==> config.mk <==
export PLATFORM = sky130hd
export DESIGN_NAME = block_rms_peak_level_meter
export DESIGN_NICKNAME = d
export VERILOG_FILES = /design/src/design/rpl_pkg.sv /design/src/design/block_rms_peak_level_meter.sv /design/src/design/rpl_mac.sv /design/src/design/rpl_div.sv /design/src/design/rpl_sqrt.sv
export SDC_FILE = /design/constraint.sdc
export NUM_CORES = 2
export LEC_CHECK = 0
export ABC_CLOCK_PERIOD_IN_PS = 6350
export BUFFER_PORTS_ARGS = -buffer_cell sky130_fd_sc_hd__buf_2
export CORE_MARGIN = 4
export CORE_UTILIZATION = 40
export CTS_BUF_LIST = sky130_fd_sc_hd__clkbuf_8
export DETAILED_ROUTE_END_ITERATION = 8
export PLACE_DENSITY_LB_ADDON = 0.3
export SETUP_SLACK_MARGIN = 0.2
export SLEW_MARGIN = 20
export SYNTH_ARGS = -nofsm -noshare
export SYNTH_HDL_FRONTEND = slang
export SYNTH_SLANG_ARGS = --single-unit
==> constraint.sdc <==
create_clock -name clk_i -period 6.35 [get_ports clk_i]
set_clock_uncertainty 0.1 [all_clocks]
set_input_delay 0.3175 -clock clk_i [delete_from_list [all_inputs] [get_ports clk_i]]
set_output_delay 0.3175 -clock clk_i [all_outputs]
set_load 0.1 [all_outputs]
==> src/design/rpl_pkg.sv <==
package rpl_pkg;

  localparam int unsigned DEF_SAMPLE_BITS      = 24;
  localparam int unsigned DEF_MAX_BLOCK_FRAMES = 4096;

  localparam int unsigned CFG_IDX_W  = 3;
  localparam int unsigned CFG_DATA_W = 17;
  localparam int unsigned COEF_W     = 17;
  localparam int unsigned GAIN_W     = 16;

  localparam logic [CFG_IDX_W-1:0] CFG_CHANNEL_MODE    = 3'd0;
  localparam logic [CFG_IDX_W-1:0] CFG_BLOCK_FRAMES    = 3'd1;
  localparam logic [CFG_IDX_W-1:0] CFG_ATTACK_COEF     = 3'd2;
  localparam logic [CFG_IDX_W-1:0] CFG_RELEASE_COEF    = 3'd3;
  localparam logic [CFG_IDX_W-1:0] CFG_PEAK_DECAY_GAIN = 3'd4;

  localparam logic ACT_PUSH  = 1'b0;
  localparam logic ACT_CLEAR = 1'b1;

  localparam logic MODE_MONO   = 1'b0;
  localparam logic MODE_STEREO = 1'b1;

  localparam logic [COEF_W-1:0] ONE_Q16           = 17'h10000;
  localparam logic [COEF_W-1:0] ATTACK_COEF_RST   = 17'h10000;
  localparam logic [COEF_W-1:0] RELEASE_COEF_RST  = 17'h08000;
  localparam logic [GAIN_W-1:0] PEAK_DECAY_RST    = 16'd62134;
  localparam int unsigned       BLOCK_FRAMES_RST  = 512;

endpackage

==> src/design/block_rms_peak_level_meter.sv <==
// Push frame: the input is busy while the bit-serial squarer runs.
// Block-ending frame: adds the bit-serial divide, the root and the smoothing
// multiply.
// Clear request: handled in the idle state. One frame in flight at a time; the result register frees the input.
// Reset (async, active low): levels and accumulators zero, registers to their defaults.
module block_rms_peak_level_meter #(
  parameter int unsigned SAMPLE_BITS      = rpl_pkg::DEF_SAMPLE_BITS,
  parameter int unsigned MAX_BLOCK_FRAMES = rpl_pkg::DEF_MAX_BLOCK_FRAMES
) (
  input  logic                             clk_i,
  input  logic                             rst_ni,

  input  logic                             cfg_valid_i,
  output logic                             cfg_ready_o,
  input  logic [rpl_pkg::CFG_IDX_W-1:0]    cfg_index_i,
  input  logic [rpl_pkg::CFG_DATA_W-1:0]   cfg_data_i,

  input  logic                             in_valid_i,
  output logic                             in_stall_o,
  input  logic                             action_i,
  input  logic signed [SAMPLE_BITS-1:0]    left_sample_i,
  input  logic signed [SAMPLE_BITS-1:0]    right_sample_i,

  output logic                             out_valid_o,
  input  logic                             out_stall_i,
  output logic [SAMPLE_BITS-1:0]           rms_level_o,
  output logic [SAMPLE_BITS-1:0]           peak_level_o
);
  import rpl_pkg::*;

  localparam int unsigned SB      = SAMPLE_BITS;
  localparam int unsigned FRAME_W = $clog2(MAX_BLOCK_FRAMES) + 1;
  localparam int unsigned SUM_W   = 2 * SB - 1 + $clog2(MAX_BLOCK_FRAMES);
  localparam int unsigned QW      = 2 * SB - 1;
  localparam logic [FRAME_W-1:0] MAX_LEN = FRAME_W'(MAX_BLOCK_FRAMES);
  localparam logic [SB-1:0] PEAK_FLOOR =
    SB'(((64'd1 << (SAMPLE_BITS - 1)) + 64'd9999) / 64'd10000);

  typedef enum logic [2:0] {
    ST_IDLE,
    ST_SQUARE,
    ST_DIVIDE,
    ST_ROOT,
    ST_SMOOTH,
    ST_OUT
  } state_e;

  state_e             state_q;
  logic               mode_q;
  logic [FRAME_W-1:0] frames_q;
  logic [COEF_W-1:0]  attack_q;
  logic [COEF_W-1:0]  release_q;
  logic [GAIN_W-1:0]  gain_q;

  logic [SUM_W-1:0]   square_sum_q;
  logic [FRAME_W-1:0] frame_count_q;
  logic [SB-1:0]      block_max_q;
  logic [SB-1:0]      max_blk_q;
  logic [SB-1:0]      mag_q;
  logic [SB-1:0]      rms_held_q;
  logic [SB-1:0]      peak_held_q;
  logic               out_valid_q;
  logic [SB-1:0]      rms_out_q;
  logic [SB-1:0]      peak_out_q;

  logic               in_accept;
  logic               out_load;
  logic               sq_start, div_start, root_start, mac_start;
  logic               sq_done, div_done, root_done, sm_done, pk_done;
  logic [SB:0]        sq_hi;
  logic [SB-1:0]      sq_lo;
  logic [SUM_W-1:0]   quo;
  logic [SB-1:0]      cur;
  logic [SB:0]        sm_hi, pk_hi;
  logic [COEF_W-1:0]  sm_lo, pk_lo;

  logic [SB:0]        lr_sum;
  logic [SB-1:0]      mono;
  logic [SB-1:0]      mag_d;
  logic [FRAME_W-1:0] len;
  logic [FRAME_W-1:0] count_d;
  logic [SUM_W-1:0]   sum_d;
  logic [SB-1:0]      max_d;
  logic               block_end;
  logic [COEF_W-1:0]  w_d, wc_d;
  logic [COEF_W:0]    rnd;
  logic [SB-1:0]      rms_d;
  logic [SB-1:0]      pk_dec;
  logic [SB-1:0]      peak_d;

  assign in_stall_o  = (state_q != ST_IDLE);
  assign cfg_ready_o = 1'b1;
  assign in_accept   = in_valid_i && !in_stall_o;
  assign out_load    = (state_q == ST_OUT) && (!out_valid_q || !out_stall_i);

  always_comb begin
    lr_sum = {left_sample_i[SB-1], left_sample_i} + {right_sample_i[SB-1], right_sample_i};
    mono   = (mode_q == MODE_STEREO) ? lr_sum[SB:1] : left_sample_i;
    mag_d  = mono[SB-1] ? (~mono + SB'(1)) : mono;

    if (frames_q == '0) begin
      len = FRAME_W'(1);
    end else if (frames_q > MAX_LEN) begin
      len = MAX_LEN;
    end else begin
      len = frames_q;
    end

    count_d   = frame_count_q + FRAME_W'(1);
    sum_d     = square_sum_q + SUM_W'({sq_hi, sq_lo});
    max_d     = (mag_q > block_max_q) ? mag_q : block_max_q;
    block_end = (count_d >= len);

    if (attack_q[COEF_W-1]) begin
      w_d = ONE_Q16;
    end else if (cur > rms_held_q) begin
      w_d = attack_q;
    end else if (release_q > ONE_Q16) begin
      w_d = ONE_Q16;
    end else begin
      w_d = release_q;
    end
    wc_d = ONE_Q16 - w_d;

    // round the Q16 blend: hi carries bits 17 and up of the product
    rnd    = {1'b0, sm_lo} + (COEF_W + 1)'(32768);
    rms_d  = SB'({sm_hi, 1'b0} + (SB + 2)'(rnd[COEF_W:COEF_W-1]));
    pk_dec = SB'({pk_hi, pk_lo[COEF_W-1]});
    if (max_blk_q > peak_held_q) begin
      peak_d = max_blk_q;
    end else if (pk_dec < PEAK_FLOOR) begin
      peak_d = '0;
    end else begin
      peak_d = pk_dec;
    end
  end

  assign sq_start   = in_accept && (action_i == ACT_PUSH);
  assign div_start  = (state_q == ST_SQUARE) && sq_done && block_end;
  assign root_start = (state_q == ST_DIVIDE) && div_done;
  assign mac_start  = (state_q == ST_ROOT) && root_done;

  rpl_mac #(.MW(SB), .DW(SB)) u_square (
    .clk_i   (clk_i),
    .rst_ni  (rst_ni),
    .start_i (sq_start),
    .a_i     (mag_d),
    .x_i     (mag_d),
    .b_i     ('0),
    .y_i     ('0),
    .done_o  (sq_done),
    .hi_o    (sq_hi),
    .lo_o    (sq_lo)
  );

  rpl_div #(.NW(SUM_W), .DW(FRAME_W)) u_div (
    .clk_i   (clk_i),
    .rst_ni  (rst_ni),
    .start_i (div_start),
    .num_i   (sum_d),
    .den_i   (count_d),
    .done_o  (div_done),
    .quo_o   (quo)
  );

  rpl_sqrt #(.RB(SB)) u_sqrt (
    .clk_i   (clk_i),
    .rst_ni  (rst_ni),
    .start_i (root_start),
    .rad_i   ({1'b0, quo[QW-1:0]}),
    .done_o  (root_done),
    .root_o  (cur)
  );

  rpl_mac #(.MW(COEF_W), .DW(SB)) u_smooth (
    .clk_i   (clk_i),
    .rst_ni  (rst_ni),
    .start_i (mac_start),
    .a_i     (w_d),
    .x_i     (cur),
    .b_i     (wc_d),
    .y_i     (rms_held_q),
    .done_o  (sm_done),
    .hi_o    (sm_hi),
    .lo_o    (sm_lo)
  );

  rpl_mac #(.MW(COEF_W), .DW(SB)) u_decay (
    .clk_i   (clk_i),
    .rst_ni  (rst_ni),
    .start_i (mac_start),
    .a_i     ({1'b0, gain_q}),
    .x_i     (peak_held_q),
    .b_i     ('0),
    .y_i     ('0),
    .done_o  (pk_done),
    .hi_o    (pk_hi),
    .lo_o    (pk_lo)
  );

  always_ff @(posedge clk_i or negedge rst_ni) begin
    if (!rst_ni) begin
      state_q       <= ST_IDLE;
      mode_q        <= MODE_MONO;
      frames_q      <= FRAME_W'(BLOCK_FRAMES_RST);
      attack_q      <= ATTACK_COEF_RST;
      release_q     <= RELEASE_COEF_RST;
      gain_q        <= PEAK_DECAY_RST;
      square_sum_q  <= '0;
      frame_count_q <= '0;
      block_max_q   <= '0;
      max_blk_q     <= '0;
      mag_q         <= '0;
      rms_held_q    <= '0;
      peak_held_q   <= '0;
      out_valid_q   <= 1'b0;
      rms_out_q     <= '0;
      peak_out_q    <= '0;
    end else begin
      if (cfg_valid_i && cfg_ready_o) begin
        case (cfg_index_i)
          CFG_CHANNEL_MODE:    mode_q    <= cfg_data_i[0];
          CFG_BLOCK_FRAMES:    frames_q  <= cfg_data_i[FRAME_W-1:0];
          CFG_ATTACK_COEF:     attack_q  <= cfg_data_i[COEF_W-1:0];
          CFG_RELEASE_COEF:    release_q <= cfg_data_i[COEF_W-1:0];
          CFG_PEAK_DECAY_GAIN: gain_q    <= cfg_data_i[GAIN_W-1:0];
          default: ;
        endcase
      end

      // refill in the cycle the old result leaves
      if (out_load) begin
        out_valid_q <= 1'b1;
      end else if (out_valid_q && !out_stall_i) begin
        out_valid_q <= 1'b0;
      end

      case (state_q)
        ST_IDLE: begin
          if (in_accept) begin
            if (action_i == ACT_CLEAR) begin
              square_sum_q  <= '0;
              frame_count_q <= '0;
              block_max_q   <= '0;
              rms_held_q    <= '0;
              peak_held_q   <= '0;
            end else begin
              mag_q   <= mag_d;
              state_q <= ST_SQUARE;
            end
          end
        end
        ST_SQUARE: begin
          if (sq_done) begin
            if (block_end) begin
              square_sum_q  <= '0;
              frame_count_q <= '0;
              block_max_q   <= '0;
              max_blk_q     <= max_d;
              state_q       <= ST_DIVIDE;
            end else begin
              square_sum_q  <= sum_d;
              frame_count_q <= count_d;
              block_max_q   <= max_d;
              state_q       <= ST_IDLE;
            end
          end
        end
        ST_DIVIDE: begin
          if (div_done) begin
            state_q <= ST_ROOT;
          end
        end
        ST_ROOT: begin
          if (root_done) begin
            state_q <= ST_SMOOTH;
          end
        end
        ST_SMOOTH: begin
          if (sm_done && pk_done) begin
            rms_held_q  <= rms_d;
            peak_held_q <= peak_d;
            state_q     <= ST_OUT;
          end
        end
        ST_OUT: begin
          // hold until the result register is free
          if (out_load) begin
            rms_out_q   <= rms_held_q;
            peak_out_q  <= peak_held_q;
            state_q     <= ST_IDLE;
          end
        end
        default: state_q <= ST_IDLE;
      endcase
    end
  end

  assign out_valid_o  = out_valid_q;
  assign rms_level_o  = rms_out_q;
  assign peak_level_o = peak_out_q;

endmodule

==> src/design/rpl_mac.sv <==
module rpl_mac #(
  parameter int unsigned MW = 17,
  parameter int unsigned DW = 24
) (
  input  logic          clk_i,
  input  logic          rst_ni,
  input  logic          start_i,
  input  logic [MW-1:0] a_i,
  input  logic [DW-1:0] x_i,
  input  logic [MW-1:0] b_i,
  input  logic [DW-1:0] y_i,
  output logic          done_o,
  output logic [DW:0]   hi_o,
  output logic [MW-1:0] lo_o
);
  import rpl_pkg::*;

  localparam int unsigned CW = $clog2(MW + 1);

  logic [MW-1:0] ma_q, mb_q;
  logic [DW-1:0] x_q, y_q;
  logic [DW:0]   hi_q;
  logic [MW-1:0] lo_q;
  logic [CW-1:0] cnt_q;
  logic          done_q;
  logic [DW+1:0] sum_d;

  // a*x + b*y, one bit of each multiplier per cycle, LSB first
  always_comb begin
    sum_d = {1'b0, hi_q}
          + (ma_q[0] ? {2'b00, x_q} : '0)
          + (mb_q[0] ? {2'b00, y_q} : '0);
  end

  always_ff @(posedge clk_i or negedge rst_ni) begin
    if (!rst_ni) begin
      cnt_q  <= '0;
      done_q <= 1'b0;
    end else begin
      done_q <= 1'b0;
      if (start_i) begin
        cnt_q <= CW'(MW);
      end else if (cnt_q != '0) begin
        cnt_q <= cnt_q - CW'(1);
        if (cnt_q == CW'(1)) begin
          done_q <= 1'b1;
        end
      end
    end
  end

  always_ff @(posedge clk_i) begin
    if (start_i) begin
      ma_q <= a_i;
      mb_q <= b_i;
      x_q  <= x_i;
      y_q  <= y_i;
      hi_q <= '0;
      lo_q <= '0;
    end else if (cnt_q != '0) begin
      ma_q <= ma_q >> 1;
      mb_q <= mb_q >> 1;
      hi_q <= sum_d[DW+1:1];
      lo_q <= {sum_d[0], lo_q[MW-1:1]};
    end
  end

  assign done_o = done_q;
  assign hi_o   = hi_q;
  assign lo_o   = lo_q;

endmodule

==> src/design/rpl_div.sv <==
module rpl_div #(
  parameter int unsigned NW = 59,
  parameter int unsigned DW = 13
) (
  input  logic          clk_i,
  input  logic          rst_ni,
  input  logic          start_i,
  input  logic [NW-1:0] num_i,
  input  logic [DW-1:0] den_i,
  output logic          done_o,
  output logic [NW-1:0] quo_o
);
  import rpl_pkg::*;

  localparam int unsigned CW = $clog2(NW + 1);

  logic [NW-1:0] num_q;
  logic [DW-1:0] den_q;
  logic [DW-1:0] rem_q;
  logic [CW-1:0] cnt_q;
  logic          done_q;
  logic [DW:0]   rem_sh;
  logic [DW:0]   diff;
  logic          ge;

  // restoring division, one quotient bit per cycle
  always_comb begin
    rem_sh = {rem_q, num_q[NW-1]};
    diff   = rem_sh - {1'b0, den_q};
    ge     = rem_sh >= {1'b0, den_q};
  end

  always_ff @(posedge clk_i or negedge rst_ni) begin
    if (!rst_ni) begin
      cnt_q  <= '0;
      done_q <= 1'b0;
    end else begin
      done_q <= 1'b0;
      if (start_i) begin
        cnt_q <= CW'(NW);
      end else if (cnt_q != '0) begin
        cnt_q <= cnt_q - CW'(1);
        if (cnt_q == CW'(1)) begin
          done_q <= 1'b1;
        end
      end
    end
  end

  always_ff @(posedge clk_i) begin
    if (start_i) begin
      num_q <= num_i;
      den_q <= den_i;
      rem_q <= '0;
    end else if (cnt_q != '0) begin
      num_q <= {num_q[NW-2:0], ge};
      rem_q <= ge ? diff[DW-1:0] : rem_sh[DW-1:0];
    end
  end

  assign done_o = done_q;
  assign quo_o  = num_q;

endmodule

==> src/design/rpl_sqrt.sv <==
module rpl_sqrt #(
  parameter int unsigned RB = 24
) (
  input  logic            clk_i,
  input  logic            rst_ni,
  input  logic            start_i,
  input  logic [2*RB-1:0] rad_i,
  output logic            done_o,
  output logic [RB-1:0]   root_o
);
  import rpl_pkg::*;

  localparam int unsigned CW = $clog2(RB + 1);

  logic [2*RB-1:0] rad_q;
  logic [RB-1:0]   root_q;
  logic [RB+1:0]   rem_q;
  logic [CW-1:0]   cnt_q;
  logic            done_q;
  logic [RB+3:0]   cand;
  logic [RB+3:0]   trial;
  logic [RB+3:0]   diff;
  logic            ge;

  // digit-by-digit root: two radicand bits in, one root bit out per cycle
  always_comb begin
    cand  = {rem_q, rad_q[2*RB-1 -: 2]};
    trial = {2'b00, root_q, 2'b01};
    diff  = cand - trial;
    ge    = cand >= trial;
  end

  always_ff @(posedge clk_i or negedge rst_ni) begin
    if (!rst_ni) begin
      cnt_q  <= '0;
      done_q <= 1'b0;
    end else begin
      done_q <= 1'b0;
      if (start_i) begin
        cnt_q <= CW'(RB);
      end else if (cnt_q != '0) begin
        cnt_q <= cnt_q - CW'(1);
        if (cnt_q == CW'(1)) begin
          done_q <= 1'b1;
        end
      end
    end
  end

  always_ff @(posedge clk_i) begin
    if (start_i) begin
      rad_q  <= rad_i;
      root_q <= '0;
      rem_q  <= '0;
    end else if (cnt_q != '0) begin
      rad_q  <= rad_q << 2;
      root_q <= {root_q[RB-2:0], ge};
      rem_q  <= ge ? diff[RB+1:0] : cand[RB+1:0];
    end
  end

  assign done_o = done_q;
  assign root_o = root_q;

endmodule

==> reports/results.ini <==
[clock_tree]
cts_buffers = 140
clk_pin_slew_ns = 0.06
clk_path_buf_depth = 3
cts-root-buf = clkbuf_8
h-tree-depth = 4
cts_tree = done
cts_setup_buffers = 0
clkSinkCount = 794
clkLatencyLatePin_ns = 0.80

[worst_setup_path]
crit_chain = inv_1, ha_1, nor2b_1, o21bai_1, a211oi_1, o311ai_0, o2111a_1, nor4b_1, a31oi_1, o2111a_1, nand4b_1, nor3b_1, mux2_1
setup.worst_path.start_class = flip-flop
timing_worst_setup_path_type = flip-flop to flip-flop
path_delay_family = compound AO/OA/AOI/OAI gates
rr_startpoint = rms_held_q[1]
cp_common_cell = o2111a_1
worstPathArrival_ns = 5.14
path_buf_inv = 1
crit_slowest_cell = o311ai_0
reg2reg_depth = 13
r2r_setup_slack_ns = 1.65
slowest_delay_ns = 0.99
critPathCapture = u_smooth.mb_q[16]
path_depth = 13
reg2reg_to = u_smooth.mb_q[16]
worstSetupEndpointType = flip-flop
required_ns = 6.78
crit_path_start = rms_held_q[1]
critPathMaxFanout = 9

[logic_synthesis]
ys_warn_count = 0
ys_async_sr_fraction_pct = 42.7
synth-seq-cells = 794
syn_inst = 4781
ys_seq_area_share_pct = 45.9
ys_types = 97
ys.flop_type = dfrtp_1
synth_fp_nets = 5173
synthesis.area_mm2 = 0.0446
synth-edff-count = 289
syn_avg_cell_area_um2 = 9.34

[min_path]
hold_class = primary input to flip-flop

[place]
port_buffers = 123
dp_hpwl_um = 77100
place_ws_ns = 1.69
place.gp.congestion = 0.869
place_inst = 6229

[routing]
drt-pass1-iter-count = 6
ant_nets = 0
wl_per_cell_um = 16.8
drt-total-wl_um = 110000
vias_per_cell = 5.29
drc = 0
via_count = 34500
drt-initial-drc-count = 2265

[floorplan]
initial_core_util_pct = 40.3
die_x_um = 342
die-area_mm2 = 0.117
io_pins = 125
core_area_mm2 = 0.111
die_h_um = 342
num_rows = 122

[timing]
min_period_over_period_pct = 74.1
tightest_slew_ns = 1.22
maxSlewViolCount = 0
finalHoldViolCount = 0
setup_viol = 0
fin_setup_tns_ns = 0
fmax_ghz = 0.213
fin_ws_ns = 1.65
rsz0062_at_grt = false
relSlewSlack_pct = 17.8
period_minus_slack_ns = 4.70

[global_routing]
grt_pass1_wl_um = 180000
antenna_found_initial = 3
grt_max_degree = 164
overflow = 0
grt_pass1_vias = 33800
grtUsageTotal_pct = 18.7

[layout]
layout-drive-gt1-share_pct = 10.2
fin_cells = 6528
layout.nets = 5314
areaGrowthSynthToFinish_pct = 12.0

[run]
cap_violations = 0

[power]
irDropWorstVdd_v = 0.000419
p_leak_nw = 22.6
powerDensity_mw_per_mm2 = 560
fin_total_pwr_mw = 28.0

[status]
status = complete, no violations

## tightest hold or removal path, delay by kind of cell
kind,cells,cell delay [ns]
multiplexers,1,0.13
buffers and inverters,1,0.10
XOR/XNOR,1,0.21
## Yosys cell counts, types with 35 or more instances
library cell	count	share of area (%)
a22o_1	41	0.80
nor2b_1	42	0.59
a21oi_1	332	3.7
a211oi_1	38	0.64
xor2_1	73	1.4
a31oi_1	35	0.49
mux2_2	70	1.8
nor2_1	212	1.8
dfxtp_1	166	7.4
nand3_1	98	1.1
o21ai_0	369	4.1
nand2_1	965	8.1
dfrtp_1	326	18
clkbuf_1	179	1.5
inv_1	254	2.1
xnor2_1	144	2.8
nand4_1	40	0.56
mux2i_1	64	1.4
nor3_1	63	0.71
edfxtp_1	289	19
a21o_1	121	2.0
ha_1	288	8.1
and2_1	72	1.0
## final cells by class
type	count	area (um^2)
fillers	10700	60700
multi-input cells	3527	22500
flip-flops and latches	794	20500
clock buffers	168	2310
well taps	1488	1860
repair buffers	204	1360
inverters	255	962
clock inverters	91	520
diodes	1	2.50
## routing by layer
metal / vias to the layer above / global-route usage, % / part of all wire (%)
met1: 16500 / 26.5 / 48
met3: 174 / 2.72 / 4.9
met2: 779 / 29.4 / 44
li1: 17100 / - / -
met4: 0 / 6.18 / 2.7
met5: - / 0 / 0
## power breakdown
group          internal [mW]  leakage, nW  switching (mW)  total [mW]
clock                   2.60         1.65            2.16        4.76
combinational           5.58         12.3            8.60        14.2
sequential              7.54         8.68            1.49        9.04
total                   15.7         22.6            12.2        28.0
## logic make-up after synthesis
group | after synthesis | synth area share [%]
DFF | 794 | 45.9
xor gates and xnor gates | 218 | 4.29
adders and majority gates | 318 | 9.42
other | 1 | 0.00840
AOI/OAI and AO/OA | 1166 | 16.1
buffers and inverters | 460 | 3.95
and+or+nand+nor | 1688 | 17.0
muxes | 136 | 3.28
## registers in the layout (all words and copies together), names as in the netlist, 24 cells and up
signal         cells
max_blk_q         24
u_square.x_q      24
u_sqrt.rem_q      26
rms_held_q        24
mag_q             24
block_max_q       24
u_square.lo_o     24
u_square.hi_o     25
u_decay.hi_o      25
peak_level_o      24
u_smooth.hi_o     25
peak_held_q       24
u_div.quo_o       59
u_sqrt.root_o     24
u_square.ma_q     24
square_sum_q      59
rms_level_o       24
u_sqrt.rad_q      48
u_smooth.x_q      24
u_smooth.y_q      24
u_decay.x_q       24
## worst min-delay path by stage
stage                            to  cells after the start        startpoint  slack [ns]
floorplan               attack_q[0]                      0            rst_ni       -0.08
global placement             mode_q                      1            rst_ni        0.24
detailed placement           mode_q                      1            rst_ni        0.25
CTS                 u_square.x_q[7]                      3  left_sample_i[7]       0.004
global route             state_q[0]                      4        in_valid_i        0.06
finish              u_square.x_q[7]                      3  left_sample_i[7]        0.08
## placed cells by master (no fill, tap or decap), types with 40 or more instances in the layout
cell type  count
mux2i_1       64
nor3_1        62
buf_2        122
mux2_2        70
nor2_1       211
dfrtp_1      326
dfxtp_1      166
nand2_1      964
a22o_1        41
xnor2_1      144
ha_1         288
nor2b_1       42
nand4_1       40
and2_1        71
a21o_1       121
nand3_1       95
a21oi_1      332
o21ai_0      368
inv_1        306
buf_4         40
xor2_1        73
edfxtp_1     289
clkbuf_8     168
## metrics by stage
| step | cell area (um^2) | util [%] | hold WS [ns] |
|---|---|---|---|
| 2_1_floorplan | 44600 | - | -0.0781 |
| 3_3_place_gp | 46800 | 42.3 | 0.242 |
| 3_5_place_dp | 46800 | 42.3 | 0.248 |
| 4_1_cts | 50000 | 45.2 | 0.00448 |
| 5_1_grt | 50000 | 45.2 | 0.0615 |
| 6_report | 50000 | 45.2 | 0.0841 |
## what timing repair did
item / CTS / global route
hold buffers: 39 / 0
resized for setup: 0 / 0
hold endpoints to repair: 161 / 0
Note: power is estimated with default switching activity, not from simulation.
